<file path="src/sv/lsps_pkg.sv">
// ----------------------------------------------------------------------------
// lsps_pkg
// Shared types and constants for the line sensor steering block.
// ----------------------------------------------------------------------------
`default_nettype none

package lsps_pkg;

    // Action codes reported with every result.
    typedef enum logic [1:0] {
        ACT_PID        = 2'd0,
        ACT_SPIN_LEFT  = 2'd1,
        ACT_SPIN_RIGHT = 2'd2,
        ACT_FAST       = 2'd3
    } t_action;

    // Configuration register indexes.
    typedef enum logic [2:0] {
        CFG_GAIN_P      = 3'd0,
        CFG_GAIN_I      = 3'd1,
        CFG_GAIN_D      = 3'd2,
        CFG_LEFT_BASE   = 3'd3,
        CFG_RIGHT_BASE  = 3'd4,
        CFG_FULL_SPEED  = 3'd5
    } t_cfg_idx;

    localparam int PATTERN_W = 5;
    localparam int ERR_W     = 4;
    localparam int DUTY_W    = 8;
    localparam int SUM_W     = 16;
    localparam int CFG_IDX_W = 3;

    // Reset values of the configuration registers.
    localparam logic [DUTY_W-1:0] RST_GAIN_P     = 8'd38;
    localparam logic [DUTY_W-1:0] RST_GAIN_I     = 8'd0;
    localparam logic [DUTY_W-1:0] RST_GAIN_D     = 8'd10;
    localparam logic [DUTY_W-1:0] RST_LEFT_BASE  = 8'd130;
    localparam logic [DUTY_W-1:0] RST_RIGHT_BASE = 8'd130;
    localparam logic [DUTY_W-1:0] RST_FULL_SPEED = 8'd255;

    // Integral accumulator saturates symmetrically at this magnitude.
    localparam logic signed [SUM_W:0] SUM_LIMIT = 17'sd32767;

    // Depth of the queue between the front and the back.
    localparam int QUEUE_DEPTH = 4;
    localparam int QPTR_W      = $clog2(QUEUE_DEPTH);

    // Configuration register file as seen by the back end.
    typedef struct packed {
        logic [DUTY_W-1:0] gain_p;
        logic [DUTY_W-1:0] gain_i;
        logic [DUTY_W-1:0] gain_d;
        logic [DUTY_W-1:0] left_base;
        logic [DUTY_W-1:0] right_base;
        logic [DUTY_W-1:0] full_speed;
    } t_cfg;

    // One classified sample travelling from the front to the back.
    typedef struct packed {
        t_action                  act;
        logic signed [ERR_W-1:0]  err;
    } t_item;

    localparam int ITEM_W = $bits(t_item);

endpackage

`default_nettype wire

</file>
<file path="src/sv/lsps_front.sv">
// ----------------------------------------------------------------------------
// lsps_front
// Accepts sensor samples, decodes the position error and classifies the action.
// ----------------------------------------------------------------------------
`default_nettype none

module lsps_front (
    input  wire                               i_clk,
    input  wire                               i_rst_n,
    input  wire                               i_in_valid,
    output logic                              o_in_ready,
    input  wire  [lsps_pkg::PATTERN_W-1:0]    i_sensor_pattern,
    input  wire                               i_q_full,
    output logic                              o_push,
    output lsps_pkg::t_item                   o_item
);
    import lsps_pkg::*;

    // Sensor patterns (1 means off the line), leftmost sensor in bit 4.
    localparam logic [PATTERN_W-1:0] PAT_ERR_M4   = 5'b01111;
    localparam logic [PATTERN_W-1:0] PAT_ERR_M3   = 5'b00111;
    localparam logic [PATTERN_W-1:0] PAT_ERR_M2   = 5'b10111;
    localparam logic [PATTERN_W-1:0] PAT_ERR_M1   = 5'b10011;
    localparam logic [PATTERN_W-1:0] PAT_CENTER   = 5'b11011;
    localparam logic [PATTERN_W-1:0] PAT_ERR_P1   = 5'b11001;
    localparam logic [PATTERN_W-1:0] PAT_ERR_P2   = 5'b11101;
    localparam logic [PATTERN_W-1:0] PAT_ERR_P3   = 5'b11100;
    localparam logic [PATTERN_W-1:0] PAT_ERR_P4   = 5'b11110;
    localparam logic [PATTERN_W-1:0] PAT_SPIN_L_A = 5'b00011;
    localparam logic [PATTERN_W-1:0] PAT_SPIN_L_B = 5'b00001;
    localparam logic [PATTERN_W-1:0] PAT_SPIN_R_A = 5'b11000;
    localparam logic [PATTERN_W-1:0] PAT_SPIN_R_B = 5'b10000;

    logic signed [ERR_W-1:0] r_held;
    logic signed [ERR_W-1:0] n_held;
    t_action                 w_act;

    assign o_in_ready = !i_q_full;
    assign o_push     = i_in_valid && !i_q_full;

    // Map known patterns to an error; anything else keeps the held error.
    always_comb begin
        unique case (i_sensor_pattern)
            PAT_ERR_M4: n_held = -4'sd4;
            PAT_ERR_M3: n_held = -4'sd3;
            PAT_ERR_M2: n_held = -4'sd2;
            PAT_ERR_M1: n_held = -4'sd1;
            PAT_CENTER: n_held = 4'sd0;
            PAT_ERR_P1: n_held = 4'sd1;
            PAT_ERR_P2: n_held = 4'sd2;
            PAT_ERR_P3: n_held = 4'sd3;
            PAT_ERR_P4: n_held = 4'sd4;
            default:    n_held = r_held;
        endcase
    end

    // Spins and the centered run bypass the PID step.
    always_comb begin
        unique case (i_sensor_pattern) inside
            PAT_SPIN_L_A, PAT_SPIN_L_B: w_act = ACT_SPIN_LEFT;
            PAT_SPIN_R_A, PAT_SPIN_R_B: w_act = ACT_SPIN_RIGHT;
            PAT_CENTER:                 w_act = ACT_FAST;
            default:                    w_act = ACT_PID;
        endcase
    end

    assign o_item.act = w_act;
    assign o_item.err = n_held;

    // The held error advances with every accepted beat.
    always_ff @(posedge i_clk) begin
        if (!i_rst_n) begin
            r_held <= '0;
        end else if (o_push) begin
            r_held <= n_held;
        end
    end

endmodule

`default_nettype wire

</file>
<file path="src/sv/lsps_queue.sv">
// ----------------------------------------------------------------------------
// lsps_queue
// Small first-in first-out queue that decouples the front from the back.
// ----------------------------------------------------------------------------
`default_nettype none

module lsps_queue (
    input  wire               i_clk,
    input  wire               i_rst_n,
    input  wire               i_push,
    input  lsps_pkg::t_item   i_item,
    output logic              o_full,
    output logic              o_valid,
    input  wire               i_pop,
    output lsps_pkg::t_item   o_item
);
    import lsps_pkg::*;

    t_item               r_mem [QUEUE_DEPTH];
    logic [QPTR_W-1:0]   r_wr_ptr;
    logic [QPTR_W-1:0]   r_rd_ptr;
    logic [QPTR_W:0]     r_count;
    logic                w_do_pop;

    assign o_full   = (r_count == (QPTR_W+1)'(QUEUE_DEPTH));
    assign o_valid  = (r_count != '0);
    assign w_do_pop = i_pop && o_valid;
    assign o_item   = r_mem[r_rd_ptr];

    // Storage is written at the tail.
    always_ff @(posedge i_clk) begin
        if (i_push) begin
            r_mem[r_wr_ptr] <= i_item;
        end
    end

    // Pointers and occupancy.
    always_ff @(posedge i_clk) begin
        if (!i_rst_n) begin
            r_wr_ptr <= '0;
            r_rd_ptr <= '0;
            r_count  <= '0;
        end else begin
            if (i_push) begin
                r_wr_ptr <= r_wr_ptr + 1'b1;
            end
            if (w_do_pop) begin
                r_rd_ptr <= r_rd_ptr + 1'b1;
            end
            if (i_push && !w_do_pop) begin
                r_count <= r_count + 1'b1;
            end else if (!i_push && w_do_pop) begin
                r_count <= r_count - 1'b1;
            end
        end
    end

endmodule

`default_nettype wire

</file>
<file path="src/sv/lsps_back.sv">
// ----------------------------------------------------------------------------
// lsps_back
// PID datapath: integral and derivative update, products, sum and clamp.
// ----------------------------------------------------------------------------
`default_nettype none

module lsps_back (
    input  wire                              i_clk,
    input  wire                              i_rst_n,
    input  lsps_pkg::t_cfg                   i_cfg,
    input  wire                              i_q_valid,
    input  lsps_pkg::t_item                  i_q_item,
    output logic                             o_q_pop,
    output logic                             o_out_valid,
    input  wire                              i_out_ready,
    output logic [lsps_pkg::DUTY_W-1:0]      o_left_forward,
    output logic [lsps_pkg::DUTY_W-1:0]      o_left_reverse,
    output logic [lsps_pkg::DUTY_W-1:0]      o_right_forward,
    output logic [lsps_pkg::DUTY_W-1:0]      o_right_reverse,
    output lsps_pkg::t_action                o_action,
    output logic signed [lsps_pkg::ERR_W-1:0] o_position_error
);
    import lsps_pkg::*;

    localparam int D_W    = ERR_W + 1;
    localparam int PP_W   = DUTY_W + 1 + ERR_W;
    localparam int PI_W   = DUTY_W + 1 + SUM_W;
    localparam int PD_W   = DUTY_W + 1 + D_W;
    localparam int PID_W  = PI_W + 1;
    localparam int MOT_W  = PID_W + 1;

    // Clamp a signed drive value to the duty range.
    function automatic logic [DUTY_W-1:0] clamp_duty(input logic signed [MOT_W-1:0] v);
        logic [DUTY_W-1:0] res;
        if (v < 0) begin
            res = '0;
        end else if (v > MOT_W'(signed'({1'b0, {DUTY_W{1'b1}}}))) begin
            res = '1;
        end else begin
            res = v[DUTY_W-1:0];
        end
        return res;
    endfunction

    // PID state.
    logic signed [SUM_W-1:0]  r_sum;
    logic signed [ERR_W-1:0]  r_last;

    // Stage A: updated integral and derivative.
    logic                     r_a_valid;
    t_action                  r_a_act;
    logic signed [ERR_W-1:0]  r_a_err;
    logic signed [SUM_W-1:0]  r_a_sum;
    logic signed [D_W-1:0]    r_a_d;

    // Stage B: registered products.
    logic                     r_b_valid;
    t_action                  r_b_act;
    logic signed [ERR_W-1:0]  r_b_err;
    logic signed [PP_W-1:0]   r_b_p;
    logic signed [PI_W-1:0]   r_b_i;
    logic signed [PD_W-1:0]   r_b_d;

    // Stage C: output register.
    logic                     r_c_valid;
    logic [DUTY_W-1:0]        r_lf;
    logic [DUTY_W-1:0]        r_lr;
    logic [DUTY_W-1:0]        r_rf;
    logic [DUTY_W-1:0]        r_rr;
    t_action                  r_c_act;
    logic signed [ERR_W-1:0]  r_c_err;

    logic                     w_adv;
    logic                     w_take;
    logic signed [SUM_W:0]    w_sum_raw;
    logic signed [SUM_W-1:0]  w_sum_sat;
    logic signed [D_W-1:0]    w_d;
    logic signed [PP_W-1:0]   w_p;
    logic signed [PI_W-1:0]   w_i;
    logic signed [PD_W-1:0]   w_dd;
    logic signed [PID_W-1:0]  w_pid;
    logic signed [MOT_W-1:0]  w_left;
    logic signed [MOT_W-1:0]  w_right;
    logic [DUTY_W-1:0]        n_lf;
    logic [DUTY_W-1:0]        n_lr;
    logic [DUTY_W-1:0]        n_rf;
    logic [DUTY_W-1:0]        n_rr;

    // The whole pipeline moves when the output register is free or drained.
    assign w_adv   = !r_c_valid || i_out_ready;
    assign o_q_pop = w_adv;
    assign w_take  = w_adv && i_q_valid;

    // Integral with saturation and derivative against the last PID error.
    always_comb begin
        w_sum_raw = (SUM_W+1)'(r_sum) + (SUM_W+1)'(i_q_item.err);
        if (w_sum_raw > SUM_LIMIT) begin
            w_sum_sat = SUM_W'(SUM_LIMIT);
        end else if (w_sum_raw < -SUM_LIMIT) begin
            w_sum_sat = SUM_W'(-SUM_LIMIT);
        end else begin
            w_sum_sat = w_sum_raw[SUM_W-1:0];
        end
        w_d = D_W'(i_q_item.err) - D_W'(r_last);
    end

    // Products of the gains with the stage A terms.
    assign w_p  = $signed({1'b0, i_cfg.gain_p}) * r_a_err;
    assign w_i  = $signed({1'b0, i_cfg.gain_i}) * r_a_sum;
    assign w_dd = $signed({1'b0, i_cfg.gain_d}) * r_a_d;

    // PID sum and the two motor drives.
    assign w_pid   = PID_W'(r_b_p) + PID_W'(r_b_i) + PID_W'(r_b_d);
    assign w_left  = MOT_W'($signed({1'b0, i_cfg.left_base})) + MOT_W'(w_pid);
    assign w_right = MOT_W'($signed({1'b0, i_cfg.right_base})) - MOT_W'(w_pid);

    // Duty selection per action.
    always_comb begin
        n_lf = '0;
        n_lr = '0;
        n_rf = '0;
        n_rr = '0;
        case (r_b_act)
            ACT_SPIN_LEFT: begin
                n_lr = i_cfg.full_speed;
                n_rf = i_cfg.full_speed;
            end
            ACT_SPIN_RIGHT: begin
                n_lf = i_cfg.full_speed;
                n_rr = i_cfg.full_speed;
            end
            ACT_FAST: begin
                n_lf = i_cfg.full_speed;
                n_rf = i_cfg.full_speed;
            end
            default: begin
                n_lf = clamp_duty(w_left);
                n_rf = clamp_duty(w_right);
            end
        endcase
    end

    // PID state changes only for beats that run the PID step.
    always_ff @(posedge i_clk) begin
        if (!i_rst_n) begin
            r_sum  <= '0;
            r_last <= '0;
        end else if (w_take && (i_q_item.act == ACT_PID)) begin
            r_sum  <= w_sum_sat;
            r_last <= i_q_item.err;
        end
    end

    // Pipeline valid bits.
    always_ff @(posedge i_clk) begin
        if (!i_rst_n) begin
            r_a_valid <= 1'b0;
            r_b_valid <= 1'b0;
            r_c_valid <= 1'b0;
        end else if (w_adv) begin
            r_a_valid <= i_q_valid;
            r_b_valid <= r_a_valid;
            r_c_valid <= r_b_valid;
        end
    end

    // Pipeline payload.
    always_ff @(posedge i_clk) begin
        if (w_adv) begin
            r_a_act <= i_q_item.act;
            r_a_err <= i_q_item.err;
            r_a_sum <= w_sum_sat;
            r_a_d   <= w_d;
            r_b_act <= r_a_act;
            r_b_err <= r_a_err;
            r_b_p   <= w_p;
            r_b_i   <= w_i;
            r_b_d   <= w_dd;
            r_c_act <= r_b_act;
            r_c_err <= r_b_err;
            r_lf    <= n_lf;
            r_lr    <= n_lr;
            r_rf    <= n_rf;
            r_rr    <= n_rr;
        end
    end

    assign o_out_valid      = r_c_valid;
    assign o_left_forward   = r_lf;
    assign o_left_reverse   = r_lr;
    assign o_right_forward  = r_rf;
    assign o_right_reverse  = r_rr;
    assign o_action         = r_c_act;
    assign o_position_error = r_c_err;

endmodule

`default_nettype wire

</file>
<file path="src/sv/line_sensor_pd_steering_top.sv">
// ----------------------------------------------------------------------------
// line_sensor_pd_steering_top
// Steering for a five-sensor line follower: pattern decode, PID and duties.
//
// Input channel: one 5-bit sensor sample per beat (i_in_valid / o_in_ready).
// Output channel: one result per sample with four PWM duties, the action code
// and the held position error (o_out_valid / i_out_ready), in sample order.
// Configuration: write i_cfg_data to register i_cfg_idx while i_cfg_we is high;
// indexes above five are ignored. Write only while the block is idle.
// Throughput: one sample per cycle while the receiver keeps taking results. An
// accepted sample is written into the queue, then passes the stage A register
// (integral and derivative update), the stage B register (the three gain
// products) and the output register, which takes the sum, clamp and duties.
// A four-entry queue sits between the decoder and the PID pipeline, so the
// decoder keeps taking samples while the receiver stalls until it fills;
// a stall freezes the PID pipeline in place and nothing is lost.
// Reset (synchronous, active low) loads the register defaults and clears the
// held error, the last PID error, the integral and all valid flags.
// ----------------------------------------------------------------------------
`default_nettype none

module line_sensor_pd_steering_top (
    input  wire                                 i_clk,
    input  wire                                 i_rst_n,
    input  wire                                 i_cfg_we,
    input  wire  [lsps_pkg::CFG_IDX_W-1:0]      i_cfg_idx,
    input  wire  [lsps_pkg::DUTY_W-1:0]         i_cfg_data,
    input  wire                                 i_in_valid,
    output logic                                o_in_ready,
    input  wire  [lsps_pkg::PATTERN_W-1:0]      i_sensor_pattern,
    output logic                                o_out_valid,
    input  wire                                 i_out_ready,
    output logic [lsps_pkg::DUTY_W-1:0]         o_left_forward,
    output logic [lsps_pkg::DUTY_W-1:0]         o_left_reverse,
    output logic [lsps_pkg::DUTY_W-1:0]         o_right_forward,
    output logic [lsps_pkg::DUTY_W-1:0]         o_right_reverse,
    output logic [1:0]                          o_action,
    output logic signed [lsps_pkg::ERR_W-1:0]   o_position_error
);
    import lsps_pkg::*;

    t_cfg    r_cfg;
    logic    w_q_full;
    logic    w_push;
    t_item   w_push_item;
    logic    w_q_valid;
    logic    w_q_pop;
    t_item   w_q_item;
    t_action w_action;

    // Configuration registers.
    always_ff @(posedge i_clk) begin
        if (!i_rst_n) begin
            r_cfg.gain_p     <= RST_GAIN_P;
            r_cfg.gain_i     <= RST_GAIN_I;
            r_cfg.gain_d     <= RST_GAIN_D;
            r_cfg.left_base  <= RST_LEFT_BASE;
            r_cfg.right_base <= RST_RIGHT_BASE;
            r_cfg.full_speed <= RST_FULL_SPEED;
        end else if (i_cfg_we) begin
            unique case (i_cfg_idx)
                CFG_GAIN_P:     r_cfg.gain_p     <= i_cfg_data;
                CFG_GAIN_I:     r_cfg.gain_i     <= i_cfg_data;
                CFG_GAIN_D:     r_cfg.gain_d     <= i_cfg_data;
                CFG_LEFT_BASE:  r_cfg.left_base  <= i_cfg_data;
                CFG_RIGHT_BASE: r_cfg.right_base <= i_cfg_data;
                CFG_FULL_SPEED: r_cfg.full_speed <= i_cfg_data;
                default: begin
                end
            endcase
        end
    end

    // Sample decode and classification.
    lsps_front u_front (
        .i_clk            (i_clk),
        .i_rst_n          (i_rst_n),
        .i_in_valid       (i_in_valid),
        .o_in_ready       (o_in_ready),
        .i_sensor_pattern (i_sensor_pattern),
        .i_q_full         (w_q_full),
        .o_push           (w_push),
        .o_item           (w_push_item)
    );

    // Decoupling queue.
    lsps_queue u_queue (
        .i_clk   (i_clk),
        .i_rst_n (i_rst_n),
        .i_push  (w_push),
        .i_item  (w_push_item),
        .o_full  (w_q_full),
        .o_valid (w_q_valid),
        .i_pop   (w_q_pop),
        .o_item  (w_q_item)
    );

    // PID pipeline and output register.
    lsps_back u_back (
        .i_clk            (i_clk),
        .i_rst_n          (i_rst_n),
        .i_cfg            (r_cfg),
        .i_q_valid        (w_q_valid),
        .i_q_item         (w_q_item),
        .o_q_pop          (w_q_pop),
        .o_out_valid      (o_out_valid),
        .i_out_ready      (i_out_ready),
        .o_left_forward   (o_left_forward),
        .o_left_reverse   (o_left_reverse),
        .o_right_forward  (o_right_forward),
        .o_right_reverse  (o_right_reverse),
        .o_action         (w_action),
        .o_position_error (o_position_error)
    );

    assign o_action = 2'(w_action);

endmodule

`default_nettype wire

</file>
<file path="config.mk">
export PLATFORM = sky130hd
export DESIGN_NAME = line_sensor_pd_steering_top
export DESIGN_NICKNAME = d
export VERILOG_FILES = /design/src/sv/lsps_pkg.sv /design/src/sv/lsps_front.sv /design/src/sv/lsps_queue.sv /design/src/sv/lsps_back.sv /design/src/sv/line_sensor_pd_steering_top.sv
export SDC_FILE = /design/constraint.sdc
export NUM_CORES = 1
export LEC_CHECK = 0
export BUFFER_PORTS_ARGS = -buffer_cell sky130_fd_sc_hd__clkbuf_2
export CAP_MARGIN = 10
export CORE_UTILIZATION = 40
export DETAILED_ROUTE_END_ITERATION = 12
export PLACE_DENSITY = 0.61
export SYNTH_ARGS = -nofsm -noshare
export SYNTH_HDL_FRONTEND = slang
export SYNTH_SLANG_ARGS = --single-unit
</file>
<file path="constraint.sdc">
create_clock -name i_clk -period 16.87 [get_ports i_clk]
set_clock_uncertainty 0.15 [all_clocks]
set_input_delay 1.687 -clock i_clk [delete_from_list [all_inputs] [get_ports i_clk]]
set_output_delay 1.687 -clock i_clk [all_outputs]
set_load 0.05 [all_outputs]
</file>
## Yosys cells after proc, flatten, opt, wreduce, memory -nomap -nowiden

Memories as Yosys holds them, arrays and structs flattened. A register that Yosys moved wholly into a read port is not among the register bits.
Cells that the tools add are included.

- Bits in registers: 205
- Bits in writable memories: 24
- Logic and storage cells: 112
- Memories: 1

Memories:

| memory | depth | bits a word | rd ports | clocked after Yosys merged registers in | wr ports | RTL line | text |
|---|---|---|---|---|---|---|---|
| u_queue.r_mem | 4 | 6 | 1 | 1 | 1 | lsps_queue.sv:19 | `t_item r_mem [QUEUE_DEPTH];` |

- Add/sub/neg operators: 10
- Multipliers: 3
- Order comparisons: 6
- Equal/unequal tests: 22
- Multiplexer cells: 16
- Reductions and logical operators: 24

Operators with widths:

| kind | number |
|---|---|
| $gt 27x9->1 const B | 2 |
| $lt 27x1->1 const B | 2 |
| $eq 5x5->1 const B | 9 |
| $pmux 4 s9 | 1 |
| $mux 16 | 2 |
| $mux 8 | 4 |
| $pmux 8 s2 | 2 |
| $add 9x26->27 | 1 |
| $sub 9x26->27 | 1 |
| $add 13x25->26 | 1 |
| $add 26x14->26 | 1 |
| $mul 9x16->25 | 1 |
| $add 16x4->17 | 1 |
| $gt 17x16->1 const B | 1 |
| $lt 17x16->1 const B | 1 |
| $mul 9x5->14 | 1 |
| $mul 9x4->13 | 1 |
| $reduce_and 2->1 | 6 |
| $eq 3x3->1 const B | 3 |
| $reduce_or 2->1 | 4 |
| $eq 3x2->1 const B | 2 |
| $mux 3 | 2 |
| $pmux 2 s3 | 1 |
| $eq 5x1->1 const B | 1 |
| 19 further kinds | 30 |

## Logic depth before layout (Yosys ltp)

- Word-level depth: 7
- Depth in mapped cells: 23

## Modules after synthesis

A second synthesis with hierarchy kept.

- Cell total of the unflattened synthesis: 2022
- Area total of the unflattened synthesis: 20056.7 um^2

Modules (own cells, without submodules):

| module | times used | cells an instance | area an instance (um^2) |
|---|---|---|---|
| lsps_back | 1 | 1702 | 16369.4 |
| line_sensor_pd_steering_top | 1 | 181 | 1890.6 |
| lsps_queue | 1 | 74 | 1338.8 |
| lsps_front | 1 | 65 | 457.9 |

## Least setup slack after synthesis

Ideal clock, no wire load.

- Path type: input port to flip-flop
- From: in i_out_ready
- To: reg u_back.r_sum[10]
- Setup time: 65 ps
- Arrival time: 5974 ps
- Data required time: 16655 ps
- Path slack: 10681 ps
- Cell stages on the path: 8
- Buffers on the path: 2
- Path through: nor2b_1 -> inv_1 -> o31ai_1 -> nor3_1 -> clkbuf_1 -> clkbuf_1 -> o21ai_0 -> nor2_1

- Longest elaborated chain between the ends: 3

RTL lines:

| element | RTL line | text |
|---|---|---|
| start, declared | line_sensor_pd_steering_top.sv:32 | `input wire i_out_ready,` |
| $logic_or 1x1->1 | lsps_back.sv:90 | `assign w_adv = !r_c_valid \|\| i_out_ready;` |
| net u_back.o_q_pop | lsps_back.sv:13 | `output logic o_q_pop,` |
| $logic_and 1x1->1 | lsps_back.sv:92 | `assign w_take = w_adv && i_q_valid;` |
| $logic_and 1x1->1 | lsps_back.sv:148 | `end else if (w_take && (i_q_item.act == ACT_PID)) begin` |
| end signal, assigned | lsps_back.sv:149 | `r_sum <= w_sum_sat;` |
| end, declared | lsps_back.sv:46 | `logic signed [SUM_W-1:0] r_sum;` |

The timed path passes the listed nets, and every way through them passes these cells.
A chain may end at the register's enable or synchronous reset.

## Worst setup path in the final report

- From: reg r_cfg[34] (netlist name)
- To: reg u_back.r_b_i[24], data pin

- Longest elaborated chain between the ends: 1

RTL lines:

| element | RTL line | text |
|---|---|---|
| start, declared | line_sensor_pd_steering_top.sv:42 | `t_cfg r_cfg;` |
| $mul 9x16->25 | lsps_back.sv:109 | `assign w_i = $signed({1'b0, i_cfg.gain_i}) * r_a_sum;` |
| net u_back.w_i[24] | lsps_back.sv:79 | `logic signed [PI_W-1:0] w_i;` |
| end signal, assigned | lsps_back.sv:177 | `r_b_i <= w_i;` |
| end, declared | lsps_back.sv:61 | `logic signed [PI_W-1:0] r_b_i;` |

The timed path passes the listed nets, and every way through them passes these cells.

==> flow_summary_export.csv <==
group,metric,value,unit
synthesis,synth.largest_area_cell,"edfxtp_1",
clocking,cts_tree,"done",
synthesis,yosys.area_share.adder,27.87,%
die,die_area,49640,um2
synthesis,synth_area,19500,um2
synthesis,synth_top_family_by_area,"adder cells",
synthesis,synthTopCellsByCount,"251 x inv_1, 238 x nand2_1, 168 x ha_1",
worst_setup_path,required,17.00,ns
timing,fmax,170.8,MHz
final_layout,n_antenna_cell,0,
clocking,cts_resized,0,
die,coreArea,47950,um2
clocking,htree_levels,1,
synthesis,ys_seq_elements,231,
clocking,clkLatencyLatePin,0.55,ns
route,viasPerCell,5.143,
clocking,cts_buffers,26,
placement,hpwlAfterDp,32600,um
synthesis,async_flop_share,0,%
placement,dp_cells,2628,
die,die_h,222.8,um
synthesis,synthCells,1995,
timing,setup_viol_count_final,0,
clocking,cts_setup_buffers,0,
final_layout,nFillCells,4578,
final_layout,post-route-util,44.57,%
status,outcome,"completed",
global_route,overflow,0,
global_route,antenna_found_initial,0,
final_layout,syn2layout_area_growth,9.593,%
clocking,clockRootBuffer,"clkbuf_16",
synthesis,yosys-top-cells-area,"edfxtp_1 23%, fa_1 17%, ha_1 11%",
route,wl,40800,um
timing,drv_slew,0,
route,wl_per_cell,15.25,um
timing,hold_viol,0,
synthesis,yosys_warnings,0,
timing,fin_setup_tns,0,ns
final_layout,drive_gt1_share,7.327,%
route,num_vias,13760,
synthesis,synth_ff_type,"edfxtp_1",
global_route,grt.total_usage,16.73,%
die,io_pins,61,
synthesis,synth_most_common_cell,"inv_1",
timing,slew_headroom,36.44,%
timing,period_needed,5.853,ns
min_path,hold_class,"register to register",
die,fp.dieW,222.8,um
final_layout,nNetsFinal,2395,
synthesis,synth_edf_count,147,
final_layout,fin_cells,2676,
timing,worst_slack,11.02,ns
synthesis,ys_seq_area_share,31.26,%
global_route,grt_pass1_vias,13860,
global_route,grt_max_degree,85,
clocking,ctsHoldBuffers,0,
synthesis,synth_nets,2349,
placement,port_buffers,60,
timing,rsz0062_at_grt,"false",
timing,final.period_utilization,34.70,%
run,maxCapViolCount,0,
synthesis,synth_cell_types,83,
timing,tightest_slew,0.9461,ns
placement,gp_congestion,0.8737,
worst_setup_path,cp.arrival,5.99,ns
synthesis,synth_compound_area_share,12.59,%
synthesis,synthSimpleGateAreaFrac,17.05,%
synthesis,synth_xor_area_share,4.177,%
route,drt_iter0_drc,622,
worst_setup_path,crit_type,"register to register",
worst_setup_path,startpoint_type,"register",
synthesis,synthMuxAreaShare,1.264,%
clocking,path_clk_slew,0.06,ns
final_layout,multi_input_area,12280,um2
synthesis,syn_area_per_cell,9.774,um2
synthesis,yosysTopAreaCellShare,22.64,%
final_layout,regArea,6096,um2
worst_setup_path,cp-end-kind,"register",
die,initial_core_util,40.67,%
worst_setup_path,cp_max_fo,17,
die,rows,80,
placement,pre_cts_slack,11.04,ns
clocking,clockBufferDepth,3,
route,ant_nets,0,
route,drt-pass1-iter-count,5,
route,drc,0,
clocking,clock_sink_count,231,
global_route,grt_pass1_wl,68460,um
==> logic make-up (layout without fill, tap and decap cells) <==
family | after synthesis | after routing
simple gates | 660 | 660
buf+inv | 298 | 364
compound gates | 363 | 363
mux | 17 | 17
fa+ha+maj | 336 | 336
flops | 231 | 231
xor+xnor | 90 | 90
==> critical path: stages, from the launching register on <==
cell       delay, ns
dfxtp_1         0.67
nand2_1         0.16
fa_1            0.56
inv_1           0.05
fa_1            0.46
ha_1            0.29
inv_1           0.05
fa_1            0.52
inv_1           0.04
ha_1            0.32
nor2b_1         0.15
o21ai_0         0.21
a21boi_0        0.16
o21ai_0         0.22
a21boi_0        0.18
o2111ai_1       0.29
a31oi_1         0.22
a311o_1         0.39
a31o_2          0.24
a21oi_1         0.17
xnor2_1         0.08
==> stage by stage <==
stage,hold WS (ns),instance area (um2)
after CTS,0.2726,21370
after global placement,0.2525,20430
final,0.2747,21370
after floorplan,0.2503,19500
after detailed placement,0.2583,20430
after global routing,0.2769,21370
==> final timing paths <==
| path | from | to | slack [ns] | cells past startpoint |
|---|---|---|---|---|
| hold reg to reg | u_back.r_b_err[1] | u_back.o_position_error[1] | 0.27 | 0 |
| setup / recovery | r_cfg[34] | u_back.r_b_i[24] | 11.02 | 20 |
| hold / removal | u_back.r_b_err[1] | u_back.o_position_error[1] | 0.27 | 0 |
| setup reg to reg | r_cfg[34] | u_back.r_b_i[24] | 11.02 | 20 |
==> metal layers <==
| layer | part of all wire [%] | vias up | GRT usage (%) |
|---|---|---|---|
| met5 | 0 | - | 0 |
| met4 | 1.9 | 0 | 3.915 |
| met3 | 3.1 | 50 | 2.235 |
| met2 | 48 | 205 | 29.31 |
| met1 | 47 | 6647 | 21.80 |
| li1 | - | 6861 | - |
==> sequential cells by signal (all words and copies together) (netlist names), 4 cells and up, named ones only <==
name,count
u_back.r_sum,16
u_queue.r_mem,24
u_back.r_b_i,25
u_back.o_left_forward,8
u_back.r_last,4
u_back.r_b_err,4
u_back.r_a_sum,16
u_back.r_b_p,13
u_back.o_right_reverse,8
r_cfg,48
u_back.r_b_d,14
u_back.r_a_d,5
u_front.r_held,4
u_back.o_position_error,4
u_back.o_right_forward,8
u_back.r_a_err,4
u_back.o_left_reverse,8
==> cell usage in the layout (no fill, tap or decap), types with 10 or more instances in the layout <==
cell and count:
a21boi_0 41, a31oi_1 12, xnor2_1 61, o21ai_0 70, or3_1 14, nor2_1 74
a21o_1 33, clkbuf_16 29, and3_1 16, nand3_1 42, edfxtp_1 147, nor2b_1 27
a21oi_1 74, fa_1 165, ha_1 168, dfxtp_1 84, nand2_1 238, o211ai_1 12
o21ai_1 22, clkbuf_2 60, nand2b_1 34, xor2_1 27, inv_1 250, o21bai_1 10
and2_1 146, mux2i_1 10, nor4_1 10, nor3_1 25
==> final cells by class <==
class | instances | share of cell area [%]
inverter | 251 | 4.420
clock inverter | 17 | 0.8782
multi-input combinational | 1466 | 57.47
sequential | 231 | 28.52
clock buffer | 31 | 3.525
timing repair buffer | 65 | 1.581
tap | 615 | 3.601
Power is not shown: default switching activity piles up to over one toggle a cycle in this logic, so the estimate is an artifact.
